<file path="config.mk">
export PLATFORM = sky130hd
export DESIGN_NAME = audio_silence_link_gate_core
export DESIGN_NICKNAME = d
export VERILOG_FILES = /design/src/rtl/asg_pkg.sv /design/src/rtl/asg_front.sv /design/src/rtl/asg_queue.sv /design/src/rtl/asg_back.sv /design/src/rtl/audio_silence_link_gate_core.sv
export SDC_FILE = /design/constraint.sdc
export NUM_CORES = 1
export LEC_CHECK = 0
export BUFFER_PORTS_ARGS = -buffer_cell sky130_fd_sc_hd__buf_2
export CAP_MARGIN = 30
export CORE_ASPECT_RATIO = 0.7
export CORE_MARGIN = 2
export CORE_UTILIZATION = 40
export DETAILED_ROUTE_END_ITERATION = 16
export PLACE_DENSITY_LB_ADDON = 0.25
export RECOVER_POWER = 50
export SETUP_SLACK_MARGIN = 0.5
export SLEW_MARGIN = 20
export SYNTH_ARGS = -nofsm -noshare
export SYNTH_HDL_FRONTEND = slang
export SYNTH_SLANG_ARGS = --single-unit
</file>
<file path="constraint.sdc">
create_clock -name clock -period 8.7 [get_ports clock]
set_input_delay 1.74 -clock clock [delete_from_list [all_inputs] [get_ports clock]]
set_output_delay 1.74 -clock clock [all_outputs]
set_load 0.02 [all_outputs]
</file>
<file path="src/rtl/asg_pkg.sv">
// ----------------------------------------------------------------------------
// asg_pkg
// Shared types and constants of the audio silence link gate.
// ----------------------------------------------------------------------------
package asg_pkg;

   localparam int MAX_CHANNELS_DEF     = 8;
   localparam int MAX_BLOCK_FRAMES_DEF = 4096;
   localparam int QUEUE_DEPTH          = 2;

   // operation codes
   localparam logic [1:0] OP_SAMPLE = 2'd0;
   localparam logic [1:0] OP_SHORT  = 2'd1;
   localparam logic [1:0] OP_LOST   = 2'd2;

   // sample width codes
   localparam logic [1:0] WIDTH_8  = 2'd0;
   localparam logic [1:0] WIDTH_16 = 2'd1;
   localparam logic [1:0] WIDTH_24 = 2'd2;
   localparam logic [1:0] WIDTH_32 = 2'd3;

   // register indexes
   localparam logic [1:0] CSR_SAMPLE_BITS   = 2'd0;
   localparam logic [1:0] CSR_CHANNEL_COUNT = 2'd1;
   localparam logic [1:0] CSR_BLOCK_FRAMES  = 2'd2;
   localparam logic [1:0] CSR_SILENCE_LIMIT = 2'd3;

   localparam logic [1:0]  SAMPLE_BITS_RST   = WIDTH_16;
   localparam logic [3:0]  CHANNEL_COUNT_RST = 4'd2;
   localparam logic [12:0] BLOCK_FRAMES_RST  = 13'd128;
   localparam logic [15:0] SILENCE_LIMIT_RST = 16'd1875;

   typedef struct packed {
      logic [1:0]         operation;
      logic signed [31:0] sample_value;
   } req_type;

   typedef struct packed {
      logic        connect_event;
      logic        disconnect_event;
      logic        forward_block;
      logic        block_silent;
      logic [16:0] silence_count;
      logic        halted;
   } rsp_type;

   typedef struct packed {
      logic [1:0]  sample_bits_code;
      logic [3:0]  channel_count;
      logic [12:0] block_frames;
      logic [15:0] silence_limit;
   } cfg_type;

   typedef enum logic [1:0] {
      EV_BLOCK = 2'd0,
      EV_SHORT = 2'd1,
      EV_LOST  = 2'd2
   } ev_kind_type;

   typedef struct packed {
      ev_kind_type kind;
      logic        silent;
   } event_type;

endpackage

</file>
<file path="src/rtl/asg_front.sv">
// ----------------------------------------------------------------------------
// asg_front
// Tracks frame and channel position, compares each sample against the first
// frame of its block and emits one event per finished block or fault.
// ----------------------------------------------------------------------------
module asg_front #(
   parameter int MaxChannels    = asg_pkg::MAX_CHANNELS_DEF,
   parameter int MaxBlockFrames = asg_pkg::MAX_BLOCK_FRAMES_DEF
) (
   input  logic               clock,
   input  logic               reset,
   input  logic               item_valid,
   input  asg_pkg::req_type   item,
   input  asg_pkg::cfg_type   cfg,
   input  logic               cfg_write,
   output logic               ev_valid,
   output asg_pkg::event_type ev
);
   import asg_pkg::*;

   localparam int ChW = (MaxChannels > 1) ? $clog2(MaxChannels) : 1;
   localparam int FrW = $clog2(MaxBlockFrames);

   logic [31:0]    store_ff [MaxChannels];
   logic [ChW-1:0] chan_pos_ff, chan_pos_in, chan_last;
   logic [FrW-1:0] frame_pos_ff, frame_pos_in, frame_last;
   logic           mismatch_ff, mismatch_in;
   logic           stopped_ff, stopped_in;
   logic [31:0]    mask;
   logic [31:0]    sample_masked;
   logic           mismatch_now;
   logic           never_silent;
   logic           take;

   always_comb begin
      unique case (cfg.sample_bits_code)
         WIDTH_8:  mask = 32'h0000_00FF;
         WIDTH_16: mask = 32'h0000_FFFF;
         WIDTH_24: mask = 32'h00FF_FFFF;
         WIDTH_32: mask = 32'hFFFF_FFFF;
         default:  mask = 32'hFFFF_FFFF;
      endcase
   end

   // clamp the channel and frame counts to 1..max, kept as last index
   always_comb begin
      if (cfg.channel_count == '0) begin
         chan_last = '0;
      end else if (32'(cfg.channel_count) > 32'(MaxChannels)) begin
         chan_last = ChW'(MaxChannels - 1);
      end else begin
         chan_last = ChW'(cfg.channel_count - 4'd1);
      end
      if (cfg.block_frames == '0) begin
         frame_last = '0;
      end else if (32'(cfg.block_frames) > 32'(MaxBlockFrames)) begin
         frame_last = FrW'(MaxBlockFrames - 1);
      end else begin
         frame_last = FrW'(cfg.block_frames - 13'd1);
      end
   end

   assign never_silent  = (cfg.sample_bits_code == WIDTH_24) ||
                          !(32'(frame_last) > 32'(chan_last));
   assign sample_masked = 32'(item.sample_value) & mask;
   assign mismatch_now  = mismatch_ff ||
                          ((frame_pos_ff != '0) && (store_ff[chan_pos_ff] != sample_masked));
   assign take          = item_valid && !stopped_ff;

   always_comb begin
      chan_pos_in  = chan_pos_ff;
      frame_pos_in = frame_pos_ff;
      mismatch_in  = mismatch_ff;
      stopped_in   = stopped_ff;
      ev_valid     = 1'b0;
      ev.kind      = EV_BLOCK;
      ev.silent    = 1'b0;
      if (cfg_write) begin
         chan_pos_in  = '0;
         frame_pos_in = '0;
         mismatch_in  = 1'b0;
      end else if (take) begin
         unique case (item.operation)
            OP_SAMPLE: begin
               mismatch_in = mismatch_now;
               if (chan_pos_ff != chan_last) begin
                  chan_pos_in = chan_pos_ff + ChW'(1);
               end else begin
                  chan_pos_in = '0;
                  if (frame_pos_ff != frame_last) begin
                     frame_pos_in = frame_pos_ff + FrW'(1);
                  end else begin
                     frame_pos_in = '0;
                     mismatch_in  = 1'b0;
                     ev_valid     = 1'b1;
                     ev.kind      = EV_BLOCK;
                     ev.silent    = !mismatch_now && !never_silent;
                  end
               end
            end
            OP_SHORT: begin
               chan_pos_in  = '0;
               frame_pos_in = '0;
               mismatch_in  = 1'b0;
               ev_valid     = 1'b1;
               ev.kind      = EV_SHORT;
            end
            OP_LOST: begin
               chan_pos_in  = '0;
               frame_pos_in = '0;
               mismatch_in  = 1'b0;
               stopped_in   = 1'b1;
               ev_valid     = 1'b1;
               ev.kind      = EV_LOST;
            end
            default: begin
            end
         endcase
      end
   end

   always_ff @(posedge clock) begin
      if (reset) begin
         chan_pos_ff  <= '0;
         frame_pos_ff <= '0;
         mismatch_ff  <= 1'b0;
         stopped_ff   <= 1'b0;
      end else begin
         chan_pos_ff  <= chan_pos_in;
         frame_pos_ff <= frame_pos_in;
         mismatch_ff  <= mismatch_in;
         stopped_ff   <= stopped_in;
      end
   end

   // capture the reference frame
   always_ff @(posedge clock) begin
      if (take && !cfg_write && (item.operation == OP_SAMPLE) && (frame_pos_ff == '0)) begin
         store_ff[chan_pos_ff] <= sample_masked;
      end
   end

endmodule

</file>
<file path="src/rtl/asg_queue.sv">
// ----------------------------------------------------------------------------
// asg_queue
// Short event queue between the classifier and the link state stage.
// ----------------------------------------------------------------------------
module asg_queue (
   input  logic               clock,
   input  logic               reset,
   input  logic               push_valid,
   input  asg_pkg::event_type push_word,
   output logic               q_full,
   input  logic               pop_take,
   output asg_pkg::event_type pop_word,
   output logic               q_empty
);
   import asg_pkg::*;

   localparam int QW = (QUEUE_DEPTH > 1) ? $clog2(QUEUE_DEPTH) : 1;

   event_type     mem_ff [QUEUE_DEPTH];
   logic [QW-1:0] wr_ptr_ff, wr_ptr_in;
   logic [QW-1:0] rd_ptr_ff, rd_ptr_in;
   logic [QW:0]   count_ff, count_in;
   logic          do_push, do_pop;

   assign q_full   = (count_ff == (QW+1)'(QUEUE_DEPTH));
   assign q_empty  = (count_ff == '0);
   assign do_push  = push_valid && !q_full;
   assign do_pop   = pop_take && !q_empty;
   assign pop_word = mem_ff[rd_ptr_ff];

   always_comb begin
      wr_ptr_in = wr_ptr_ff;
      rd_ptr_in = rd_ptr_ff;
      count_in  = count_ff;
      if (do_push) begin
         wr_ptr_in = (wr_ptr_ff == QW'(QUEUE_DEPTH - 1)) ? '0 : wr_ptr_ff + QW'(1);
      end
      if (do_pop) begin
         rd_ptr_in = (rd_ptr_ff == QW'(QUEUE_DEPTH - 1)) ? '0 : rd_ptr_ff + QW'(1);
      end
      if (do_push && !do_pop) begin
         count_in = count_ff + (QW+1)'(1);
      end else if (do_pop && !do_push) begin
         count_in = count_ff - (QW+1)'(1);
      end
   end

   always_ff @(posedge clock) begin
      if (reset) begin
         wr_ptr_ff <= '0;
         rd_ptr_ff <= '0;
         count_ff  <= '0;
      end else begin
         wr_ptr_ff <= wr_ptr_in;
         rd_ptr_ff <= rd_ptr_in;
         count_ff  <= count_in;
      end
   end

   always_ff @(posedge clock) begin
      if (do_push) begin
         mem_ff[wr_ptr_ff] <= push_word;
      end
   end

endmodule

</file>
<file path="src/rtl/asg_back.sv">
// ----------------------------------------------------------------------------
// asg_back
// Runs the silent-block counter and link state for each event and holds the
// result word in an output register.
// ----------------------------------------------------------------------------
module asg_back (
   input  logic               clock,
   input  logic               reset,
   input  logic [15:0]        silence_limit,
   input  logic               ev_avail,
   input  asg_pkg::event_type ev,
   output logic               ev_take,
   output logic               rsp_empty,
   input  logic               rsp_pop,
   output asg_pkg::rsp_type   rsp_word
);
   import asg_pkg::*;

   logic        out_valid_ff, out_valid_in;
   rsp_type     rsp_ff, rsp_in;
   logic [16:0] count_ff, count_in;
   logic        connected_ff, connected_in;
   logic        halted_ff, halted_in;
   logic [16:0] limit;
   logic [16:0] count_mid;

   assign limit     = {1'b0, silence_limit};
   assign ev_take   = ev_avail && (!out_valid_ff || rsp_pop);
   assign rsp_empty = !out_valid_ff;
   assign rsp_word  = rsp_ff;

   always_comb begin
      count_in     = count_ff;
      connected_in = connected_ff;
      halted_in    = halted_ff;
      rsp_in       = rsp_ff;
      count_mid    = count_ff;
      out_valid_in = out_valid_ff && !rsp_pop;
      if (ev_take) begin
         out_valid_in = 1'b1;
         rsp_in       = '0;
         unique case (ev.kind)
            EV_BLOCK: begin
               if (ev.silent) begin
                  count_mid = (count_ff < limit) ? count_ff + 17'd1 : count_ff;
               end else begin
                  count_mid = '0;
               end
               count_in = count_mid;
               if (connected_ff && (count_mid == limit)) begin
                  rsp_in.disconnect_event = 1'b1;
                  count_in                = count_mid + 17'd1;
                  connected_in            = 1'b0;
               end else if (!connected_ff && (count_mid < limit)) begin
                  rsp_in.connect_event = 1'b1;
                  connected_in         = 1'b1;
               end
               rsp_in.forward_block = (count_in < limit);
               rsp_in.block_silent  = ev.silent;
            end
            EV_SHORT, EV_LOST: begin
               rsp_in.disconnect_event = connected_ff;
               connected_in            = 1'b0;
               if (ev.kind == EV_LOST) begin
                  halted_in = 1'b1;
               end
            end
            default: begin
            end
         endcase
         rsp_in.silence_count = count_in;
         rsp_in.halted        = halted_in;
      end
   end

   always_ff @(posedge clock) begin
      if (reset) begin
         out_valid_ff <= 1'b0;
         count_ff     <= '0;
         connected_ff <= 1'b0;
         halted_ff    <= 1'b0;
      end else begin
         out_valid_ff <= out_valid_in;
         count_ff     <= count_in;
         connected_ff <= connected_in;
         halted_ff    <= halted_in;
      end
   end

   always_ff @(posedge clock) begin
      rsp_ff <= rsp_in;
   end

endmodule

</file>
<file path="src/rtl/audio_silence_link_gate_core.sv">
// ----------------------------------------------------------------------------
// audio_silence_link_gate_core
// Silence detector and sink link gate for blocks of interleaved samples.
// ----------------------------------------------------------------------------
// One word is accepted per clock while full is low and results leave at one
// per clock while pop is high. A result for the sample that closes its block
// (or the fault word) leaves the combinational front classifier into the
// event queue and reaches the rsp ports from the link state stage output
// register. The rate is set by the front's combinational compare of each
// sample against the first-frame register file. Every word pushed after a
// device-lost word is taken and dropped until reset. Configuration writes
// restart the block in progress and must be made while the block is idle.
// ----------------------------------------------------------------------------
module audio_silence_link_gate_core #(
   parameter int MaxChannels    = asg_pkg::MAX_CHANNELS_DEF,
   parameter int MaxBlockFrames = asg_pkg::MAX_BLOCK_FRAMES_DEF
) (
   input  logic             clock,
   input  logic             reset,
   input  logic             push,
   output logic             full,
   input  asg_pkg::req_type req_data,
   output logic             empty,
   input  logic             pop,
   output asg_pkg::rsp_type rsp_data,
   input  logic             csr_we,
   input  logic [1:0]       csr_index,
   input  logic [15:0]      csr_wdata
);
   import asg_pkg::*;

   cfg_type   cfg_ff, cfg_in;
   logic      item_valid;
   logic      ev_valid;
   event_type ev_word;
   logic      q_empty;
   event_type q_word;
   logic      q_take;

   assign item_valid = push && !full;

   always_comb begin
      cfg_in = cfg_ff;
      if (csr_we) begin
         unique case (csr_index)
            CSR_SAMPLE_BITS:   cfg_in.sample_bits_code = csr_wdata[1:0];
            CSR_CHANNEL_COUNT: cfg_in.channel_count    = csr_wdata[3:0];
            CSR_BLOCK_FRAMES:  cfg_in.block_frames     = csr_wdata[12:0];
            CSR_SILENCE_LIMIT: cfg_in.silence_limit    = csr_wdata;
            default: begin
            end
         endcase
      end
   end

   always_ff @(posedge clock) begin
      if (reset) begin
         cfg_ff.sample_bits_code <= SAMPLE_BITS_RST;
         cfg_ff.channel_count    <= CHANNEL_COUNT_RST;
         cfg_ff.block_frames     <= BLOCK_FRAMES_RST;
         cfg_ff.silence_limit    <= SILENCE_LIMIT_RST;
      end else begin
         cfg_ff <= cfg_in;
      end
   end

   asg_front #(
      .MaxChannels    (MaxChannels),
      .MaxBlockFrames (MaxBlockFrames)
   ) u_front (
      .clock      (clock),
      .reset      (reset),
      .item_valid (item_valid),
      .item       (req_data),
      .cfg        (cfg_ff),
      .cfg_write  (csr_we),
      .ev_valid   (ev_valid),
      .ev         (ev_word)
   );

   asg_queue u_queue (
      .clock      (clock),
      .reset      (reset),
      .push_valid (ev_valid),
      .push_word  (ev_word),
      .q_full     (full),
      .pop_take   (q_take),
      .pop_word   (q_word),
      .q_empty    (q_empty)
   );

   asg_back u_back (
      .clock         (clock),
      .reset         (reset),
      .silence_limit (cfg_ff.silence_limit),
      .ev_avail      (!q_empty),
      .ev            (q_word),
      .ev_take       (q_take),
      .rsp_empty     (empty),
      .rsp_pop       (pop),
      .rsp_word      (rsp_data)
   );

endmodule

</file>
* Word level (Yosys, flattened, before mapping)
Memories as Yosys holds them, arrays and structs flattened. A register that Yosys moved wholly into a read port is not among the register bits.
Cells that the tools add are included.
** Storage, ports and cells
- Bits in registers :: 98
- Latch bits :: 0
- RAM bits :: 262
- Bits in read-only memories :: 0
- Input port bits :: 57
- Output and inout port bits :: 24
- Logic and storage cells :: 166
- Memories :: 2
** Operators by class
- $add $sub $neg :: 10
- $mul :: 0
- Div/mod/pow operators :: 0
- Magnitude comparators :: 6
- Equal/unequal tests :: 17
- Shift operators :: 0
- Mux-type cells :: 53
- Bitwise logic cells :: 3
- Reductions and logical operators :: 54
** Memories
- u_front.store_ff :: words 8, bits a word 32, read ports 1, clocked after memory_dff 1, write ports 1, line asg_front.sv:24 : logic [31:0] store_ff [MaxChannels];
- u_queue.mem_ff :: words 2, bits a word 3, read ports 1, clocked after memory_dff 1, write ports 1, line asg_queue.sv:19 : event_type mem_ff [QUEUE_DEPTH];
** Operator list (count)
- $mux 17 :: 8
- $pmux 32 s4 :: 1
- $lt 17x16->1 :: 3
- $mux 12 :: 4
- $add 17x1->17 const B :: 2
- $and 32x32->32 :: 1
- $ne 32x32->1 :: 1
- $mux 3 :: 8
- $pmux 12 s2 :: 1
- $mux 1 :: 23
- $eq 17x16->1 :: 1
- $logic_and 1x1->1 :: 15
- $eq 2x2->1 const B :: 7
- $gt 13x13->1 const B :: 1
- $logic_not 13->1 :: 1
- $add 12x1->12 const B :: 1
- $gt 12x3->1 :: 1
- $logic_not 1->1 :: 12
- $logic_not 12->1 :: 1
- $ne 12x12->1 :: 1
- $reduce_bool 12->1 :: 1
- $sub 12x1->12 const B :: 1
- $logic_not 2->1 :: 5
- $reduce_and 2->1 :: 5
- other kinds (20) :: 38

* Depth between registers and ports, before layout
- Depth in word-level cells :: 14
- Gate-level depth with buffers :: 29
- Gate-level depth less buffers :: 27

* Modules after synthesis
From an unflattened synthesis, not the netlist that was laid out.
** Second synthesis, totals
- Cells, all modules :: 1569
- Area total of the unflattened synthesis :: 18690.4 sq um
** Modules (own cells, without submodules)
- asg_front :: times used 1, cells an instance 881, area each 12617.1 sq um, seq. area each 8087.8 sq um
- asg_back :: times used 1, cells an instance 508, area each 4159.0 sq um, seq. area each 1061.0 sq um
- audio_silence_link_gate_core :: times used 1, cells an instance 146, area each 1482.7 sq um, seq. area each 700.7 sq um
- asg_queue :: times used 1, cells an instance 34, area each 431.7 sq um, seq. area each 280.3 sq um

* Worst setup path after synthesis
No wires, ideal clock.
- Kind :: reg-to-reg
- From :: register, netlist name cfg_ff[15]
- To :: register u_back.rsp_ff, in the netlist u_back.rsp_word[19], data pin
- Library setup time :: 157 ps
- Data arrival time :: 6046 ps
- Data required time :: 8543 ps
- Slack :: 2498 ps
- Cell stages (with the launch flop) :: 28
- Path buffers :: 2
- Period minus slack after synthesis :: 6202 ps
- Cells stage by stage :: dfxtp_1 > inv_1 > ha_1 > and4b_1 > a221oi_4 > and2_1 > clkbuf_1 > clkbuf_1 > nand3_1 > o211a_1 > or2_2 > ha_1 > nand4_1 > or2_2 > or4_1 > a2111oi_0 > nand2_1 > nor4_1 > xnor2_1 > inv_1 > ha_1 > a21o_1 > a21o_1 > a211oi_1 > o21ai_0 > nand2_1 > a31oi_1 > nor3_1
** Between the ends
- Cells in the longest elaborated chain, start to end :: 11
- Elaborated cells on any way between the ends :: 12
- Those cells by class :: 1 x add/sub; 2 x order compare; 1 x eq/ne; 7 x mux; 1 x reduce/logical
** Ends and longest elaborated chain
- parallel branches: the longest is 10 deep, another holds $lt 17x16->1
- $lt 17x16->1 (*) :: line asg_back.sv:58 : rsp_in.forward_block = (count_in < limit);
- end signal, assigned :: line asg_back.sv:91 : rsp_ff <= rsp_in;
- end, declared :: line asg_back.sv:20 : rsp_type rsp_ff, rsp_in;
Every way passes the cells marked *. The select of a mux whose other input is x is not followed.
A chain may end at the register's enable or synchronous reset.

* Worst setup path after layout
- From :: register u_back.count_ff[8]
- To :: register u_back.rsp_ff, in the netlist u_back.rsp_word[19], data pin
** Between the ends
- Cells in the longest elaborated chain, start to end :: 11
- Elaborated cells on any way between the ends :: 13
- Those cells by class :: 2 x add/sub; 2 x order compare; 1 x eq/ne; 7 x mux; 1 x reduce/logical
** Ends and longest elaborated chain
- start, declared :: line asg_back.sv:21 : logic [16:0] count_ff, count_in;
- start signal, assigned :: line asg_back.sv:84 : count_ff <= count_in;
- $add 17x1->17 / $lt 17x16->1 (equally long branches) :: line asg_back.sv:45 : count_mid = (count_ff < limit) ? count_ff + 17'd1 : count_ff;
- $mux 17 (*) :: line asg_back.sv:45
- $mux 17 (*) :: line asg_back.sv:44 : if (ev.silent) begin
- $mux 17 (*) :: line asg_back.sv:42 : unique case (ev.kind)
- $mux 17 (*) :: line asg_back.sv:39 : if (ev_take) begin
- parallel branches: the longest is 2 deep, another holds $add 17x1->17
- $mux 17 (*) :: line asg_back.sv:50 : if (connected_ff && (count_mid == limit)) begin
- $mux 17 (*) :: line asg_back.sv:42
- $mux 17 (*) :: line asg_back.sv:39
- $lt 17x16->1 (*) :: line asg_back.sv:58
Marks and branches as above.

==> results.yml <==
clock_tree:
  numCtsBuffers: 38
  htree_levels: 2
  cts_sinks: 364
  clk_pin_slew_ns: 0.06
  cts_tree: "done"
  cts_buffer_depth: 3
  clock_latency_ns: 0.54
  post_cts_buffers: 0
  cts-resized-gates: 0
  clockRootBuffer: "clkbuf_16"
  cts_hold_buf: 0
setup_path:
  reg2regPathDepth: 26
  worst_ep_required_time_ns: 9.07
  criticalPathCategory: "reg -> reg"
  r2r-end: "u_back.rsp_word[19]"
  worstPathArrival_ns: 7.71
  cpMaxStageDelayCell: "dfxtp_1"
  end_kind: "flip-flop"
  reg2reg_slack_ns: 1.37
  slowest_delay_ns: 0.67
  critPathLaunchType: "flip-flop"
  r2r_start: "u_back.count_ff[8]"
  crit_fanout: 18
synthesis:
  synth_compound_area_share_pct: 9.86
  ys_warn_count: 0
  synth-seq-cells: 364
  postSynthAreaPerCell_um2: 12.0
  yosysSeqAreaShare_pct: 56.7
  synth_fa_ha_area_share_pct: 4.66
  synth_flop_cell: "edfxtp_1"
  synth_xor_area_share_pct: 3.38
  syn_area_um2: 17900
  synth_cell_types: 71
  syn_inst: 1485
  synth.area.mux_share_pct: 8.52
  synthArstFlopShare_pct: 0
  synth_top_family_by_area: "simple AND/OR/NAND/NOR gates"
  synth_nets: 1607
  synth-simple-area-share_pct: 13.9
  synth-edff-count: 284
cells_and_area:
  fin_nets: 1671
  post-route-util_pct: 45.9
  drive_above_1_share_pct: 12.3
  fill_cells: 4090
  multi_input_area_um2: 7270
  area_growth_pct: 12.7
  regArea_um2: 10100
routing:
  drc: 0
  num_vias: 12200
  firstDrtPassIters: 7
  postRouteWirelength_mm: 46.5
  ant_nets: 0
  viasPerCell: 5.62
  routedWlPerCell_um: 21.4
  drtIter0Drc: 1281
timing:
  rsz0062_at_grt: "no"
  min_period_over_period_pct: 84.3
  min_period_ns: 7.33
  fin_skew_ns: 0.0160
  setup_tns_ns: 0
  maxSlewViolCount: 104
  tightestPinTransition_ns: 3.20
  slew_headroom_pct: -114
  timing.fmax_mhz: 136
  hold_viol: 0
  setup_viol: 0
job:
  drv_cap: 2
global_routing:
  track_usage_pct: 20.1
  overflow: 0
  antenna_found_initial: 3
  grt_max_degree: 66
  grt_pass1_vias: 11900
  grt_pass1_wl_mm: 72.4
power_and_ir_drop:
  power.density_nw_per_um2: 223
  ir_drop_uv: 111
  p_leak_nw: 6.78
placed_design:
  place_congestion: 0.912
  dp_hpwl_mm: 30.8
  portBuffers: 80
hold_path:
  hold_depth: 2
  hold_path_class: "reg -> reg"
  worstHoldStart: "cfg_ff[11]"
  hold-path-endpoint: "cfg_ff[11]"
die:
  num_io_pins: 81
  rows: 64
  initial_core_util_pct: 40.7
  core_area_um2: 43900
  dieWidth_um: 257
  die_h_um: 181
  die_area_um2: 46400
run_status:
  outcome: "finished with violations"
  violations: "max-capacitance violations, max-slew violations"
-- final cells by class --
| cell class | instances | share of cell area (%) |
|---|---|---|
| antenna | 2 | 0.0248 |
| clock buffer | 45 | 4.95 |
| clock inverter | 25 | 1.15 |
| inverter | 61 | 1.14 |
| multi-input combinational | 978 | 36.1 |
| sequential | 364 | 50.3 |
| tap | 594 | 3.69 |
| timing repair buffer | 106 | 2.67 |
-- cells in the final DEF (no fill, tap or decap), drive strengths merged, types with 18 or more instances in the layout --
cell | netlist | layout
edfxtp | 284 | 284
nor2 | 119 | 119
nand2 | 98 | 98
clkbuf | 65 | 86
dfxtp | 80 | 80
a21oi | 79 | 79
mux2i | 70 | 70
ha | 65 | 65
buf | 17 | 65
inv | 61 | 63
xnor2 | 59 | 59
nor2b | 50 | 50
mux4 | 35 | 35
o21ai | 35 | 35
a221oi | 31 | 31
nor3 | 31 | 31
nand3 | 27 | 27
nand4 | 27 | 27
nor4 | 27 | 27
a211oi | 22 | 22
clkinv | 0 | 18
-- state kept, by name (all words and copies together), names as in the netlist, named ones only --
name,count
u_front.store_ff,256
cfg_ff,35
u_back.rsp_word,22
u_back.count_ff,17
u_front.frame_pos_ff,12
u_queue.mem_ff,6
u_front.chan_pos_ff,3
u_queue.count_ff,2
u_back.connected_ff,1
u_back.halted_ff,1
u_back.out_valid_ff,1
u_front.mismatch_ff,1
u_front.stopped_ff,1
u_queue.rd_ptr_ff,1
u_queue.wr_ptr_ff,1
-- per-layer routing --
metal	global-route usage (%)	vias up	wire length (µm)
met3	3.54	53	3120
met5	0	-	0
met1	31.2	6064	22700
met2	29.0	362	20000
met4	4.56	0	718
li1	-	5752	-
-- worst max-delay path: cells and delay by family, from the launching register on --
kind                       cells  cell delay, ns
and+or+nand+nor                7            1.83
DFF                            1            0.67
buffers and inverters          3            0.42
adders and majority gates      3            0.96
AOI/OAI and AO/OA             12            3.06
xor gates and xnor gates       1            0.21
-- synthesized netlist by cell type, drive strengths merged (4+ instances only) --
cell	instances	area, µm²
nor4b	4	50.1
inv	61	229
a21oi	79	395
xnor2	59	517
nand4	27	169
and4	6	52.6
nand3b	4	30.0
nand3	27	135
ha	65	813
or4	13	101
o21a	8	60.1
nor2b	50	313
or2	8	50.1
o211ai	13	97.6
a221oi	31	289
nand2b	8	50.1
mux4	35	788
a211o	8	70.1
nor3	31	155
clkbuf	65	244
or3	10	62.6
edfxtp	284	8530
nor3b	7	52.6
a21o	12	90.1
o31ai	7	52.6
a211oi	22	165
nand2	98	368
nor2	119	449
dfxtp	80	1600
mux2i	70	701
xor2	10	87.6
a31oi	8	50.1
and2	17	106
and3	15	93.8
nor4	27	184
o21ai	35	186
buf	17	70.1
-- per-stage QoR --
step	area [µm²]	hold WS (ns)	std cells	worst slack [ns]	power [mW]
after floorplan	17900	0.436	1485	2.50	2.65
after global placement	18900	0.449	2100	1.44	2.91
after detailed placement	19000	0.447	2102	1.44	2.94
after CTS	20200	0.455	2172	1.37	4.56
after global routing	20200	0.473	2175	0.731	4.71
final	20200	0.454	2175	1.37	4.50
-- cell families after synthesis --
family | Yosys count
multiplexers | 108
adder cells (fa/ha/maj) | 67
AND/OR/NAND/NOR | 477
buffers and inverters | 143
flip-flops | 364
XOR/XNOR | 69
AO/OA/AOI/OAI | 257
-- where the power goes --
part	internal (mW)	total (mW)	switching (mW)
combinational	0.263	0.805	0.542
sequential	1.99	2.08	0.0953
clock	0.920	1.61	0.691
total	3.17	4.50	1.33
-- worst max path at each step --
stage / startpoint / end / slack, ns / cells past startpoint
final: u_back.count_ff[8] / u_back.rsp_word[19] / 1.37 / 26
after global routing: u_back.count_ff[8] / u_back.rsp_word[19] / 0.73 / 25
after floorplan: cfg_ff[15] / u_back.rsp_word[19] / 2.50 / 27
after CTS: u_back.count_ff[8] / u_back.rsp_word[19] / 1.37 / 25
after global placement: u_back.count_ff[8] / u_back.rsp_word[19] / 1.44 / 25
after detailed placement: u_back.count_ff[8] / u_back.rsp_word[19] / 1.44 / 25
(Power assumes the default switching activity.)
